===== src/sv/tcq_pkg.sv =====
// ----------------------------------------------------------------------------
// tcq_pkg: shared types and constants
// Commands, result kinds, controller states and control structs.
// ----------------------------------------------------------------------------
package tcq_pkg;

    localparam int CLASS_DEPTH_DEF  = 32;
    localparam int HANDLE_WIDTH_DEF = 16;
    localparam int LEN_W   = 16;
    localparam int TOS_W   = 8;
    localparam int BYTE_W  = 24;
    localparam int KIND_W  = 3;
    localparam logic [BYTE_W-1:0] LIMIT_RST  = 24'd6553500;
    localparam logic [BYTE_W-1:0] THRESH_RST = 24'd5;
    localparam logic [3:0] TAG_URGENT = 4'h3;
    localparam logic [3:0] TAG_ECN    = 4'h2;

    localparam logic CFG_LIMIT  = 1'b0;
    localparam logic CFG_THRESH = 1'b1;

    typedef enum logic [1:0] {
        CMD_ENQ  = 2'd0,
        CMD_DEQ  = 2'd1,
        CMD_PEEK = 2'd2,
        CMD_NOP  = 2'd3
    } cmd_t;

    typedef enum logic [2:0] {
        K_ACCEPT = 3'd0,
        K_DROP   = 3'd1,
        K_PUSH   = 3'd2,
        K_DEQ    = 3'd3,
        K_PEEK   = 3'd4,
        K_EMPTY  = 3'd5
    } kind_t;

    typedef enum logic [2:0] {
        S_IDLE,
        S_DECIDE,
        S_PUSHRD,
        S_PUSHOUT,
        S_HEADRD,
        S_OUT
    } state_t;

    // datapath -> controller
    typedef struct packed {
        cmd_t cmd;
        logic urg;
        logic cls_full;
        logic any_empty;
        logic urg_fail;     // total + len >= limit
        logic push_more;    // total + len > limit and normal not empty
    } stat_t;

    // controller -> datapath
    typedef struct packed {
        logic load;         // capture input item
        logic decide;       // finish enqueue into result register
        logic push_rd;      // read normal tail
        logic push_out;     // evict it, build pushout result
        logic head_rd;      // read class head
        logic head_out;     // build dequeue/peek/empty result
    } ctl_t;

endpackage


===== src/sv/tcq_ctrl.sv =====
// ----------------------------------------------------------------------------
// tcq_ctrl: controller
// Sequences enqueue, pushout and dequeue steps and the output register.
// ----------------------------------------------------------------------------
module tcq_ctrl (
    input  logic             clk,
    input  logic             rst_n,
    input  logic             in_valid,
    output logic             in_ready,
    output logic             out_valid,
    input  logic             out_ready,
    input  tcq_pkg::stat_t   stat,
    output tcq_pkg::ctl_t    ctl
);

    tcq_pkg::state_t state_reg, state_next;
    logic out_valid_reg, out_valid_next;
    logic free;

    assign free      = !out_valid_reg || out_ready;
    assign out_valid = out_valid_reg;

    always_comb
    begin
        state_next = state_reg;
        unique case (state_reg)
            tcq_pkg::S_IDLE:
                if (in_valid && in_ready)
                    state_next = tcq_pkg::S_DECIDE;
            tcq_pkg::S_DECIDE:
                priority if (stat.cmd == tcq_pkg::CMD_NOP)
                    state_next = tcq_pkg::S_IDLE;
                else if (stat.cmd != tcq_pkg::CMD_ENQ)
                    state_next = stat.any_empty ? tcq_pkg::S_OUT : tcq_pkg::S_HEADRD;
                else if (stat.urg && !stat.cls_full && stat.urg_fail && stat.push_more)
                    state_next = tcq_pkg::S_PUSHRD;
                else if (free)
                    state_next = tcq_pkg::S_OUT;
            tcq_pkg::S_PUSHRD:
                state_next = tcq_pkg::S_PUSHOUT;
            tcq_pkg::S_PUSHOUT:
                if (free)
                    state_next = tcq_pkg::S_DECIDE;
            tcq_pkg::S_HEADRD:
                state_next = tcq_pkg::S_OUT;
            tcq_pkg::S_OUT:
                if (free)
                    state_next = tcq_pkg::S_IDLE;
            default:
                state_next = tcq_pkg::S_IDLE;
        endcase
    end

    always_comb
    begin
        ctl = '0;
        in_ready = 1'b0;
        unique case (state_reg)
            tcq_pkg::S_IDLE:
            begin
                in_ready = 1'b1;
                ctl.load = in_valid;
            end
            tcq_pkg::S_PUSHRD:  ctl.push_rd = 1'b1;
            tcq_pkg::S_PUSHOUT: ctl.push_out = free;
            tcq_pkg::S_HEADRD:  ctl.head_rd = 1'b1;
            tcq_pkg::S_OUT:
            begin
                ctl.head_out = free && (stat.cmd != tcq_pkg::CMD_ENQ);
                ctl.decide   = free && (stat.cmd == tcq_pkg::CMD_ENQ);
            end
            default: ;
        endcase
    end

    always_comb
    begin
        out_valid_next = out_valid_reg;
        if (out_ready)
            out_valid_next = 1'b0;
        if (ctl.push_out || ctl.decide || ctl.head_out)
            out_valid_next = 1'b1;
    end

    always_ff @(posedge clk or negedge rst_n)
    begin
        if (!rst_n)
        begin
            state_reg     <= tcq_pkg::S_IDLE;
            out_valid_reg <= 1'b0;
        end
        else
        begin
            state_reg     <= state_next;
            out_valid_reg <= out_valid_next;
        end
    end

endmodule


===== src/sv/tcq_dpath.sv =====
// ----------------------------------------------------------------------------
// tcq_dpath: datapath
// Class stores, pointers, byte counter, marking and the result register.
// ----------------------------------------------------------------------------
module tcq_dpath #(
    parameter int CLASS_DEPTH  = tcq_pkg::CLASS_DEPTH_DEF,
    parameter int HANDLE_WIDTH = tcq_pkg::HANDLE_WIDTH_DEF
) (
    input  logic                      clk,
    input  logic                      rst_n,
    input  logic                      cfg_we,
    input  logic                      cfg_index,
    input  logic [tcq_pkg::BYTE_W-1:0] cfg_data,
    input  logic [1:0]                in_cmd,
    input  logic [HANDLE_WIDTH-1:0]   in_handle,
    input  logic [tcq_pkg::LEN_W-1:0] in_len,
    input  logic [3:0]                in_tag,
    input  logic                      in_ip,
    input  logic [tcq_pkg::TOS_W-1:0] in_tos,
    input  tcq_pkg::ctl_t             ctl,
    output tcq_pkg::stat_t            stat,
    output logic [2:0]                r_kind,
    output logic [HANDLE_WIDTH-1:0]   r_handle,
    output logic [tcq_pkg::LEN_W-1:0] r_len,
    output logic                      r_urg,
    output logic [tcq_pkg::TOS_W-1:0] r_tos,
    output logic                      r_marked,
    output logic                      r_full,
    output logic [tcq_pkg::BYTE_W-1:0] r_bytes,
    output logic                      r_last
);

    localparam int AW = $clog2(CLASS_DEPTH);
    localparam int CW = $clog2(CLASS_DEPTH + 1);
    localparam int DW = HANDLE_WIDTH + tcq_pkg::LEN_W + tcq_pkg::TOS_W;
    localparam int BW = tcq_pkg::BYTE_W;

    logic [DW-1:0] ustore [CLASS_DEPTH];
    logic [DW-1:0] nstore [CLASS_DEPTH];
    logic [DW-1:0] rd_reg;

    logic [BW-1:0] limit_reg, thresh_reg, total_reg;
    logic [AW-1:0] uhead_reg, nhead_reg;
    logic [CW-1:0] ucnt_reg, ncnt_reg;

    logic [1:0]                cmd_reg;
    logic [HANDLE_WIDTH-1:0]   hdl_reg;
    logic [tcq_pkg::LEN_W-1:0] len_reg;
    logic [3:0]                tag_reg;
    logic                      ip_reg;
    logic [tcq_pkg::TOS_W-1:0] tos_reg;

    logic urg, cls_full, mark, ecn_nz;
    logic [BW:0] sum;
    logic [tcq_pkg::TOS_W-1:0] tos_m;
    logic [3:0] cnt4;
    logic [AW-1:0] utail, ntail, nlast;
    logic [HANDLE_WIDTH-1:0]   rd_h;
    logic [tcq_pkg::LEN_W-1:0] rd_l;
    logic [tcq_pkg::TOS_W-1:0] rd_t;
    logic [BW-1:0] sub_total;

    function automatic logic [AW-1:0] wrap(input logic [CW:0] v);
        logic [CW:0] d;
        d = (CW+1)'(CLASS_DEPTH);
        return (v >= d) ? AW'(v - d) : AW'(v);
    endfunction

    assign urg = (tag_reg == tcq_pkg::TAG_URGENT) ||
                 (ip_reg && tos_reg[1:0] == 2'b11 && tag_reg == tcq_pkg::TAG_ECN);
    assign cls_full = urg ? (ucnt_reg >= CW'(CLASS_DEPTH))
                          : (ncnt_reg >= CW'(CLASS_DEPTH));
    assign sum = {1'b0, total_reg} + (BW+1)'(len_reg);
    assign ecn_nz = tos_reg[1:0] != 2'b00;
    assign mark = (sum >= {1'b0, thresh_reg}) && ip_reg && ecn_nz;
    // count field plus one; a count of 7 carries into bit 5
    assign cnt4 = {1'b0, tos_reg[4:2]} + 4'd1;
    assign tos_m = ((tos_reg | 8'h0F) & {2'b00, cnt4, 2'b00}) | 8'h03;
    assign utail = wrap((CW+1)'(uhead_reg) + (CW+1)'(ucnt_reg));
    assign ntail = wrap((CW+1)'(nhead_reg) + (CW+1)'(ncnt_reg));
    assign nlast = wrap((CW+1)'(nhead_reg) + (CW+1)'(ncnt_reg) - (CW+1)'(1));
    assign {rd_t, rd_l, rd_h} = rd_reg;
    assign sub_total = (BW'(rd_l) > total_reg) ? '0 : total_reg - BW'(rd_l);

    assign stat.cmd       = tcq_pkg::cmd_t'(cmd_reg);
    assign stat.urg       = urg;
    assign stat.cls_full  = cls_full;
    assign stat.any_empty = (ucnt_reg == '0) && (ncnt_reg == '0);
    assign stat.urg_fail  = sum >= {1'b0, limit_reg};
    assign stat.push_more = (sum > {1'b0, limit_reg}) && (ncnt_reg != '0);

    // stores and read port
    always_ff @(posedge clk)
    begin
        if (ctl.decide && !cls_full && !(sum >= {1'b0, limit_reg}))
        begin
            if (urg)
                ustore[utail] <= {tos_reg, len_reg, hdl_reg};
            else
                nstore[ntail] <= {mark ? tos_m : tos_reg, len_reg, hdl_reg};
        end
        if (ctl.push_rd)
            rd_reg <= nstore[nlast];
        else if (ctl.head_rd)
            rd_reg <= (ucnt_reg != '0) ? ustore[uhead_reg] : nstore[nhead_reg];
    end

    always_ff @(posedge clk)
    begin
        if (ctl.load)
        begin
            cmd_reg <= in_cmd;
            hdl_reg <= in_handle;
            len_reg <= in_len;
            tag_reg <= in_tag;
            ip_reg  <= in_ip;
            tos_reg <= in_tos;
        end
    end

    always_ff @(posedge clk or negedge rst_n)
    begin
        if (!rst_n)
        begin
            limit_reg  <= tcq_pkg::LIMIT_RST;
            thresh_reg <= tcq_pkg::THRESH_RST;
            total_reg  <= '0;
            uhead_reg  <= '0;
            nhead_reg  <= '0;
            ucnt_reg   <= '0;
            ncnt_reg   <= '0;
        end
        else
        begin
            if (cfg_we)
            begin
                if (cfg_index == tcq_pkg::CFG_LIMIT)
                    limit_reg <= cfg_data;
                else
                    thresh_reg <= cfg_data;
            end
            if (ctl.decide && !cls_full && !(sum >= {1'b0, limit_reg}))
            begin
                total_reg <= sum[BW-1:0];
                if (urg)
                    ucnt_reg <= ucnt_reg + CW'(1);
                else
                    ncnt_reg <= ncnt_reg + CW'(1);
            end
            if (ctl.push_out)
            begin
                total_reg <= sub_total;
                ncnt_reg  <= ncnt_reg - CW'(1);
            end
            if (ctl.head_out && !stat.any_empty && cmd_reg == tcq_pkg::CMD_DEQ)
            begin
                total_reg <= sub_total;
                if (ucnt_reg != '0)
                begin
                    ucnt_reg  <= ucnt_reg - CW'(1);
                    uhead_reg <= wrap((CW+1)'(uhead_reg) + (CW+1)'(1));
                end
                else
                begin
                    ncnt_reg  <= ncnt_reg - CW'(1);
                    nhead_reg <= wrap((CW+1)'(nhead_reg) + (CW+1)'(1));
                end
            end
        end
    end

    // result register
    always_ff @(posedge clk)
    begin
        if (ctl.push_out)
        begin
            r_kind <= tcq_pkg::K_PUSH;  r_handle <= rd_h;  r_len <= rd_l;
            r_urg <= 1'b0;  r_tos <= rd_t;  r_marked <= 1'b0;  r_full <= 1'b0;
            r_bytes <= sub_total;  r_last <= 1'b0;
        end
        else if (ctl.decide)
        begin
            r_handle <= hdl_reg;  r_len <= len_reg;  r_urg <= urg;  r_last <= 1'b1;
            priority if (cls_full)
            begin
                r_kind <= tcq_pkg::K_DROP; r_tos <= tos_reg; r_marked <= 1'b0;
                r_full <= 1'b1; r_bytes <= total_reg;
            end
            else if (urg)
            begin
                r_kind <= (sum >= {1'b0, limit_reg}) ? tcq_pkg::K_DROP : tcq_pkg::K_ACCEPT;
                r_tos <= tos_reg; r_marked <= 1'b0; r_full <= 1'b0;
                r_bytes <= (sum >= {1'b0, limit_reg}) ? total_reg : sum[BW-1:0];
            end
            else
            begin
                r_kind <= (sum >= {1'b0, limit_reg}) ? tcq_pkg::K_DROP : tcq_pkg::K_ACCEPT;
                r_tos <= mark ? tos_m : tos_reg; r_marked <= mark; r_full <= 1'b0;
                r_bytes <= (sum >= {1'b0, limit_reg}) ? total_reg : sum[BW-1:0];
            end
        end
        else if (ctl.head_out)
        begin
            r_marked <= 1'b0;  r_full <= 1'b0;  r_last <= 1'b1;
            if (stat.any_empty)
            begin
                r_kind <= tcq_pkg::K_EMPTY; r_handle <= '0; r_len <= '0;
                r_urg <= 1'b0; r_tos <= '0; r_bytes <= total_reg;
            end
            else
            begin
                r_kind <= (cmd_reg == tcq_pkg::CMD_DEQ) ? tcq_pkg::K_DEQ : tcq_pkg::K_PEEK;
                r_handle <= rd_h; r_len <= rd_l; r_urg <= ucnt_reg != '0; r_tos <= rd_t;
                r_bytes <= (cmd_reg == tcq_pkg::CMD_DEQ) ? sub_total : total_reg;
            end
        end
    end

endmodule


===== src/sv/two_class_ecn_pushout_queue.sv =====
// ----------------------------------------------------------------------------
// two_class_ecn_pushout_queue: strict priority descriptor queue
// Two classes, shared byte limit, ECN marking and pushout of normal tail.
// ----------------------------------------------------------------------------
// Usage:
//   s_axis carries one request (enqueue, dequeue or peek). Each request gives
//   one or more results on m_axis; tlast marks the final one. cmd 3 gives none.
//   cfg channel writes byte_limit (index 0) or mark_threshold (index 1); write
//   only while idle.
// Sequencing:
//   Enqueue without pushout: result follows accept through decide and output;
//   a new request is taken only after idle, decide and output in turn.
//   Dequeue/peek: decide, head read and output (registered store read);
//   on an empty queue the head read is skipped.
//   Each pushed-out descriptor adds decide, tail read and evict steps, served
//   by the single read port of the normal store. One request is worked at a
//   time; the next is taken once the final result is in the output register.
// Reset: counters, pointers and byte total clear, registers take defaults;
//   store contents stay undefined and are only read after being written.
// Stall: a held m_axis result is never overwritten; the sequencer waits.
// ----------------------------------------------------------------------------
module two_class_ecn_pushout_queue #(
    parameter int CLASS_DEPTH  = tcq_pkg::CLASS_DEPTH_DEF,
    parameter int HANDLE_WIDTH = tcq_pkg::HANDLE_WIDTH_DEF
) (
    input  logic        clk,
    input  logic        rst_n,
    input  logic        cfg_valid,
    output logic        cfg_ready,
    input  logic        cfg_index,
    input  logic [23:0] cfg_data,
    input  logic        s_axis_tvalid,
    output logic        s_axis_tready,
    // cmd[1:0], packet_handle, packet_length[15:0], priority_tag[3:0],
    // is_ipv4, tos_in[7:0], zero pad
    input  logic [((2+HANDLE_WIDTH+16+4+1+8+7)/8)*8-1:0] s_axis_tdata,
    output logic        m_axis_tvalid,
    input  logic        m_axis_tready,
    // kind[2:0], handle_out, length_out[15:0], urgent_class, tos_out[7:0],
    // was_marked, store_full, bytes_queued[23:0], zero pad
    output logic [((3+HANDLE_WIDTH+16+1+8+1+1+24+7)/8)*8-1:0] m_axis_tdata,
    output logic        m_axis_tlast
);

    localparam int H  = HANDLE_WIDTH;
    localparam int OW = 3 + H + 16 + 1 + 8 + 1 + 1 + 24;
    localparam int OT = ((OW + 7) / 8) * 8;

    tcq_pkg::stat_t stat;
    tcq_pkg::ctl_t  ctl;
    logic [2:0]   r_kind;
    logic [H-1:0] r_handle;
    logic [15:0]  r_len;
    logic         r_urg, r_marked, r_full, r_last;
    logic [7:0]   r_tos;
    logic [23:0]  r_bytes;

    assign cfg_ready = 1'b1;

    tcq_ctrl u_ctrl (
        .clk       (clk),
        .rst_n     (rst_n),
        .in_valid  (s_axis_tvalid),
        .in_ready  (s_axis_tready),
        .out_valid (m_axis_tvalid),
        .out_ready (m_axis_tready),
        .stat      (stat),
        .ctl       (ctl)
    );

    tcq_dpath #(
        .CLASS_DEPTH  (CLASS_DEPTH),
        .HANDLE_WIDTH (HANDLE_WIDTH)
    ) u_dpath (
        .clk       (clk),
        .rst_n     (rst_n),
        .cfg_we    (cfg_valid),
        .cfg_index (cfg_index),
        .cfg_data  (cfg_data),
        .in_cmd    (s_axis_tdata[1:0]),
        .in_handle (s_axis_tdata[2 +: H]),
        .in_len    (s_axis_tdata[2+H +: 16]),
        .in_tag    (s_axis_tdata[18+H +: 4]),
        .in_ip     (s_axis_tdata[22+H]),
        .in_tos    (s_axis_tdata[23+H +: 8]),
        .ctl       (ctl),
        .stat      (stat),
        .r_kind    (r_kind),
        .r_handle  (r_handle),
        .r_len     (r_len),
        .r_urg     (r_urg),
        .r_tos     (r_tos),
        .r_marked  (r_marked),
        .r_full    (r_full),
        .r_bytes   (r_bytes),
        .r_last    (r_last)
    );

    assign m_axis_tdata = OT'({r_bytes, r_full, r_marked, r_tos, r_urg, r_len,
                               r_handle, r_kind});
    assign m_axis_tlast = r_last;

endmodule


===== config.mk =====
export PLATFORM = sky130hd
export DESIGN_NAME = two_class_ecn_pushout_queue
export DESIGN_NICKNAME = d
export VERILOG_FILES = /design/src/sv/tcq_pkg.sv /design/src/sv/tcq_ctrl.sv /design/src/sv/tcq_dpath.sv /design/src/sv/two_class_ecn_pushout_queue.sv
export SDC_FILE = /design/constraint.sdc
export NUM_CORES = 2
export LEC_CHECK = 0
export BUFFER_PORTS_ARGS = -buffer_cell sky130_fd_sc_hd__buf_2
export CAP_MARGIN = 20
export CORE_MARGIN = 5
export CORE_UTILIZATION = 62
export CTS_BUF_LIST = sky130_fd_sc_hd__clkbuf_16
export DETAILED_ROUTE_END_ITERATION = 6
export PLACE_DENSITY = 0.79
export SKIP_CTS_REPAIR_TIMING = 1
export SYNTH_ARGS = -nofsm -noshare
export SYNTH_HDL_FRONTEND = slang
export SYNTH_SLANG_ARGS = --single-unit

===== constraint.sdc =====
create_clock -name clk -period 12.71 [get_ports clk]
set_clock_uncertainty 0.2 [all_clocks]
set_input_delay 2.542 -clock clk [delete_from_list [all_inputs] [get_ports clk]]
set_output_delay 2.542 -clock clk [all_outputs]
set_load 0.005 [all_outputs]

# Word level (Yosys, flattened, before mapping)
# Memory sizes are Yosys's and may differ from the RTL's.
# Index checks and enable logic that the tools add are counted.
# totals
mem_count,2
ram_bits,2560
regBits,256
input_bits,78
out_inout_bits,76
wordCells,199
# classes
n_bitwise,3
n_addsub,17
reduce_logical,42
n_mux,85
order_cmp,11
eq_ne,14
# mem_list
name,words,width,rd,rd_ports_with_merged_regs,write_ports,line,rtl
u_dpath.nstore,32,40,2,0,1,tcq_dpath.sv:39,logic [DW-1:0] nstore [CLASS_DEPTH];
u_dpath.ustore,32,40,1,0,1,tcq_dpath.sv:38,logic [DW-1:0] ustore [CLASS_DEPTH];
# op_table
op,n
$mux W24,11
$mux W16,8
$mux W40,3
$mux W8,7
$mux W6,9
$ge A25 B24 Y1,2
$mux W3,12
$mux W1,29
$add A24 B16 Y25,1
$gt A25 B24 Y1,1
$mux W5,5
$sub A5 B1 Y5 const B,5
$ge A6 B6 Y1 const B,4
$gt A16 B24 Y1,1
$sub A24 B16 Y24,1
$ge A7 B6 Y1 const B,3
$pmux W3 S6,1
$logic_and A1 B1 Y1,16
$add A5 B6 Y7,2
$add A5 B1 Y6 const B,2
$add A6 B1 Y6 const B,2
$logic_not A6 Y1,2
$reduce_bool A6 Y1,2
$sub A6 B1 Y6 const B,2
other kinds (20),41

# Logic depth before layout (Yosys ltp)
# depth
word_depth,13
mapped_depth,22
depth_no_buf,19

# By module
# A second synthesis with hierarchy kept.
# unflattened
cells_unflattened,5672
hier_area_um2,121251.3
# modules_own_cells
mod,instances,cells_per_inst,seq_area_each_um2,area_each_um2
tcq_dpath,1,5622,83923.0,120860.9
tcq_ctrl,1,42,100.1,337.8
two_class_ecn_pushout_queue,1,8,0.0,52.6

# Worst setup path after synthesis
# Ideal clock, no wire load.
# synth_timing
path_type,flip-flop to flip-flop
start,reg u_dpath.len_reg[4] in the netlist's numbering
end,mem u_dpath.ustore[0][0] in the netlist's numbering (enable)
period_less_slack_ns,7.165
path_buffers,2
path_slack_ns,5.545
path_stages_with_launch,19
t_arrival_ns,6.527
setup_time_ns,0.437
required_time_ns,12.073
cell_sequence,edfxtp_1 ha_1 or4_1 o21ai_0 a21oi_2 a221o_1 a211oi_4 nor2_1 xor2_1 ha_1 a21o_1 a21oi_1 o211ai_1 and3b_1 clkbuf_1 nand2_1 or4_1 buf_2 nor2_1
# synth_between
elab_chain_cells,6
# synth_lines
element,line,rtl
from (decl),tcq_dpath.sv:48,logic [tcq_pkg::LEN_W-1:0] len_reg;
from (signal assigned),tcq_dpath.sv:114,len_reg <= in_len;
$add A24 B16 Y25,tcq_dpath.sv:73,"assign sum = {1'b0, total_reg} + (BW+1)'(len_reg);"
$ge A25 B24 Y1,tcq_dpath.sv:95,"if (ctl.decide && !cls_full && !(sum >= {1'b0, limit_reg}))"
$logic_not A1 Y1,tcq_dpath.sv:95,
$logic_and A1 B1 Y1,tcq_dpath.sv:95,
$mux W1,tcq_dpath.sv:95,
$mux W1 (implied by the code),tcq_dpath.sv:98,"ustore[utail] <= {tos_reg, len_reg, hdl_reg};"
to (decl),tcq_dpath.sv:38,
# No other way between the ends.

# Worst setup path in the final report
# layout_timing
start,reg u_dpath.len_reg[1] in the netlist's numbering
end,mem u_dpath.nstore[20][5] in the netlist's numbering (enable)
# layout_between
elab_chain_cells,6
# layout_lines
element,line,rtl
$add A24 B16 Y25,tcq_dpath.sv:73,
$ge A25 B24 Y1,tcq_dpath.sv:95,
$logic_not A1 Y1,tcq_dpath.sv:95,
$logic_and A1 B1 Y1,tcq_dpath.sv:95,
$mux W1,tcq_dpath.sv:95,
$mux W1,tcq_dpath.sv:100,"nstore[ntail] <= {mark ? tos_m : tos_reg, len_reg, hdl_reg};"
to (decl),tcq_dpath.sv:39,
# No other way between the ends.

==> metrics.md <==
| Metric | Value |
|---|---|
| Final Cycle Share | 0.641 |
| Die height | approximately 450 um |
| Max cap viols | 0 |
| DP HPWL | roughly 180 mm |
| CP Launch Type | flip-flop |
| Worst EP required | 13050 ps |
| Drt pass-1 iters | 6 |
| Fin crit period | just over 8000 ps |
| Synthesized flop and latch total | 2816 |
| Fillers | 11081 |
| CTS tree | yes |
| Number of global-route vias before repair | 66978 |
| Io pins | 154 |
| Post-DRT Antenna Nets | 0 |
| Dpl cells | a little over 8000 |
| Starting Density | 0.622 |
| RSZ-0062 raised after global routing | false |
| Non-Filler Instances | 8658 |
| Grt total ovfl | 0 |
| R2R Path End | u_dpath.nstore[20][5] |
| EDFF count, synth | 2711 |
| Layout cell share with drive strength beyond 1 | 0.341 |
| Top_reg_cell synth | edfxtp_1 |
| Nets | 6088 |
| First-pass GRT wire length | 489 mm |
| Worst Setup End Kind | flip-flop |
| Slew @ Worst Pin | 1180 ps |
| DRT iter0 DRCs | 10760 |
| R2R cell count | 19 |
| Vias post-DR | around 66000 |
| Setup TNS | 0 ps |
| Sequential share of the synthesized area | 0.694 |
| Slowest CP cell | nor2_4 |
| Area delta synth->final | 11.4% |
| Fin. Hold Viols | 0 |
| Commonest non-fill, non-tap cells in the layout | 2711 x edfxtp_1, 1200 x mux4_2, 307 x clkbuf_16, 176 x buf_4, 152 x inv_1 |
| Worst-Skew Late Latency | 950 ps |
| Die Wd | 452 um |
| CTS Buf Count | 298 |
| Vias/cell | ~7.6 |
| Multi-input logic area | 35800 um^2 |
| Clk root buf | clkbuf_16 |
| Hold Crit Class | reg -> reg |
| Yosys Warn Count | 0 |
| Status | finished, final reports clean |
| Worst hold stages | 1 |
| Post-synth ARST share | 0.0348 |
| Leak | ~43 nW |
| Number of port buffers | about 150 |
| CP Cell Sequence | buf_4, inv_1, fa_1, nand2b_1, a21o_1, a21oi_1, nor2_1, o21ai_0, nor2_1, nor3_1, ha_1, nand4_1, nor2_1, o221ai_1, nand3b_1, nor3_4, nand2_1, nor2_4, buf_4 |
| Clock-pin slew on the worst setup and hold paths | 70 ps |
| Fin. max-slew vios | 0 |
| VDD IR-drop max | around 600 uV |
| Remaining DRCs | 0 |
| RD Place Congestion | 0.914 |
| Average cell area after synthesis | 21.5 um^2 |
| FF-to-FF setup slack | 4570 ps |
| Largest net degree at the start of global routing | 136 |
| Sequential Area | 84100 um^2 |
| Most frequent CP cell | nor2_1 |
| Syn Inst Count | 5618 |
| RR Startpoint | u_dpath.len_reg[1] |
| Maximum root-to-sink buffer count | 4 |
| CP Class | reg -> reg |
| # rows | 162 |
| Core Region | slightly below 200000 um^2 |
| Leading cell type in the layout, fill and taps excluded | edfxtp_1 |
| Arrival time at the worst endpoint | 8480 ps |
| Routed WL | 343 mm |
| H-tree depth | 5 |
| Worst Hold Path EP | u_dpath.thresh_reg[1] |
| GRT Total Usage | 0.338 |
| Sink Count | ~2800 |
| Netlist cell types | 95 |
| Setup violation total in the final timing report | 0 |
| Initial antenna violation count | 8 |
| Fmax | around 120 MHz |
| HP Start | u_dpath.thresh_reg[1] |
| Crit path max fanout | between 60 and 70 |
| Die Area | 204000 um^2 |
| Max-slew headroom at the worst pin | 0.212 |
| Netlist Area Pre-Place | approximately 120000 um^2 |
| Max stage delay on crit path | 1100 ps |
| Routed len/inst | 39.6 um |
| Power Dens Cells | 244 nW/um^2 |
[logic make-up after synthesis]
logic type                 synth area share
other                             0.0000620
xor gates and xnor gates            0.00498
AOI/OAI and AO/OA                    0.0233
buffers and inverters                0.0154
adders and majority gates            0.0112
and+or+nand+nor                      0.0181
DFF                                   0.694
muxes                                 0.233
[critical path, delay by kind of cell (launching register included)]
kind / cells / cell delay, ps
simple gates: 10 / 3890
compound gates: 4 / 960
fa+ha+maj: 2 / 900
flops: 1 / 330
buf+inv: 3 / 1330
[synthesized netlist by cell type (27+ instances only)]
library cell | number | area [um^2]
a21oi_1 | 63 | 315
a22o_1 | 71 | 622
buf_1 | 36 | 135
buf_2 | 57 | 285
clkbuf_1 | 246 | 923
dfrtp_1 | 80 | 2000
edfxtp_1 | 2711 | 81400
ha_1 | 102 | 1280
inv_1 | 94 | 353
mux2_2 | 30 | 338
mux2i_1 | 83 | 831
mux4_2 | 1200 | 27000
nand2_1 | 129 | 484
nand3_1 | 29 | 145
nor2_1 | 166 | 623
nor3_1 | 27 | 135
o21ai_0 | 79 | 395
o22ai_1 | 44 | 275
xnor2_1 | 47 | 412
[worst max-delay path by stage]
stage | endpoint | depth (start not counted) | startpoint | slack [ps]
6_report | u_dpath.nstore[20][5] | 19 | u_dpath.len_reg[1] | 4570
5_1_grt | u_dpath.nstore[21][30] | 18 | u_dpath.len_reg[11] | 4370
4_1_cts | u_dpath.nstore[23][2] | 17 | u_dpath.len_reg[4] | 4710
3_5_place_dp | u_dpath.nstore[30][25] | 17 | u_dpath.len_reg[4] | 4810
3_3_place_gp | u_dpath.nstore[24][2] | 17 | u_dpath.len_reg[4] | 4860
2_1_floorplan | u_dpath.ustore[0][0] | 18 | u_dpath.len_reg[4] | 5550
[layer usage]
layer | up-vias | track usage | part of all wire
li1 | 24753 | - | -
met1 | 34318 | 0.456 | 0.33
met2 | 6028 | 0.525 | 0.48
met3 | 1040 | 0.0815 | 0.13
met4 | 2 | 0.174 | 0.062
met5 | - | 0 | 0.000038
[cell type report]
| type | instances | area share |
|---|---|---|
| Timing Repair Buffer | 341 | 0.0180 |
| Clock buffer | 307 | 0.0570 |
| Tap cell | 2542 | 0.0236 |
| Clock inverter | 199 | 0.00980 |
| Antenna cell | 6 | 0.000111 |
| Sequential cell | 2816 | 0.623 |
| Multi-Input combinational cell | 2353 | 0.265 |
| Inverter | 94 | 0.00263 |
[power breakdown]
| group | total (mW) | leakage [nW] | internal, mW | switching [mW] |
|---|---|---|---|---|
| Combinational | 13.5 | 12.4 | 6.37 | 7.09 |
| Sequential | 11.2 | 25.6 | 10.8 | 0.359 |
| Clock | 8.23 | 4.62 | 4.69 | 3.54 |
[metrics by stage]
stage               hold WS, ps  setup WS [ps]   util  total power, mW  instance area (um^2)
detailed placement          295           4810  0.646             24.4                126000
floorplan                   226           5550      -             20.8                121000
finish                      313           4570  0.693             32.9                135000
global route                322           4370  0.693             34.0                135000
CTS                         312           4710  0.692             32.8                135000
global placement            288           4860  0.645             24.4                126000
No activity file was read; power rests on OpenSTA's default activity.
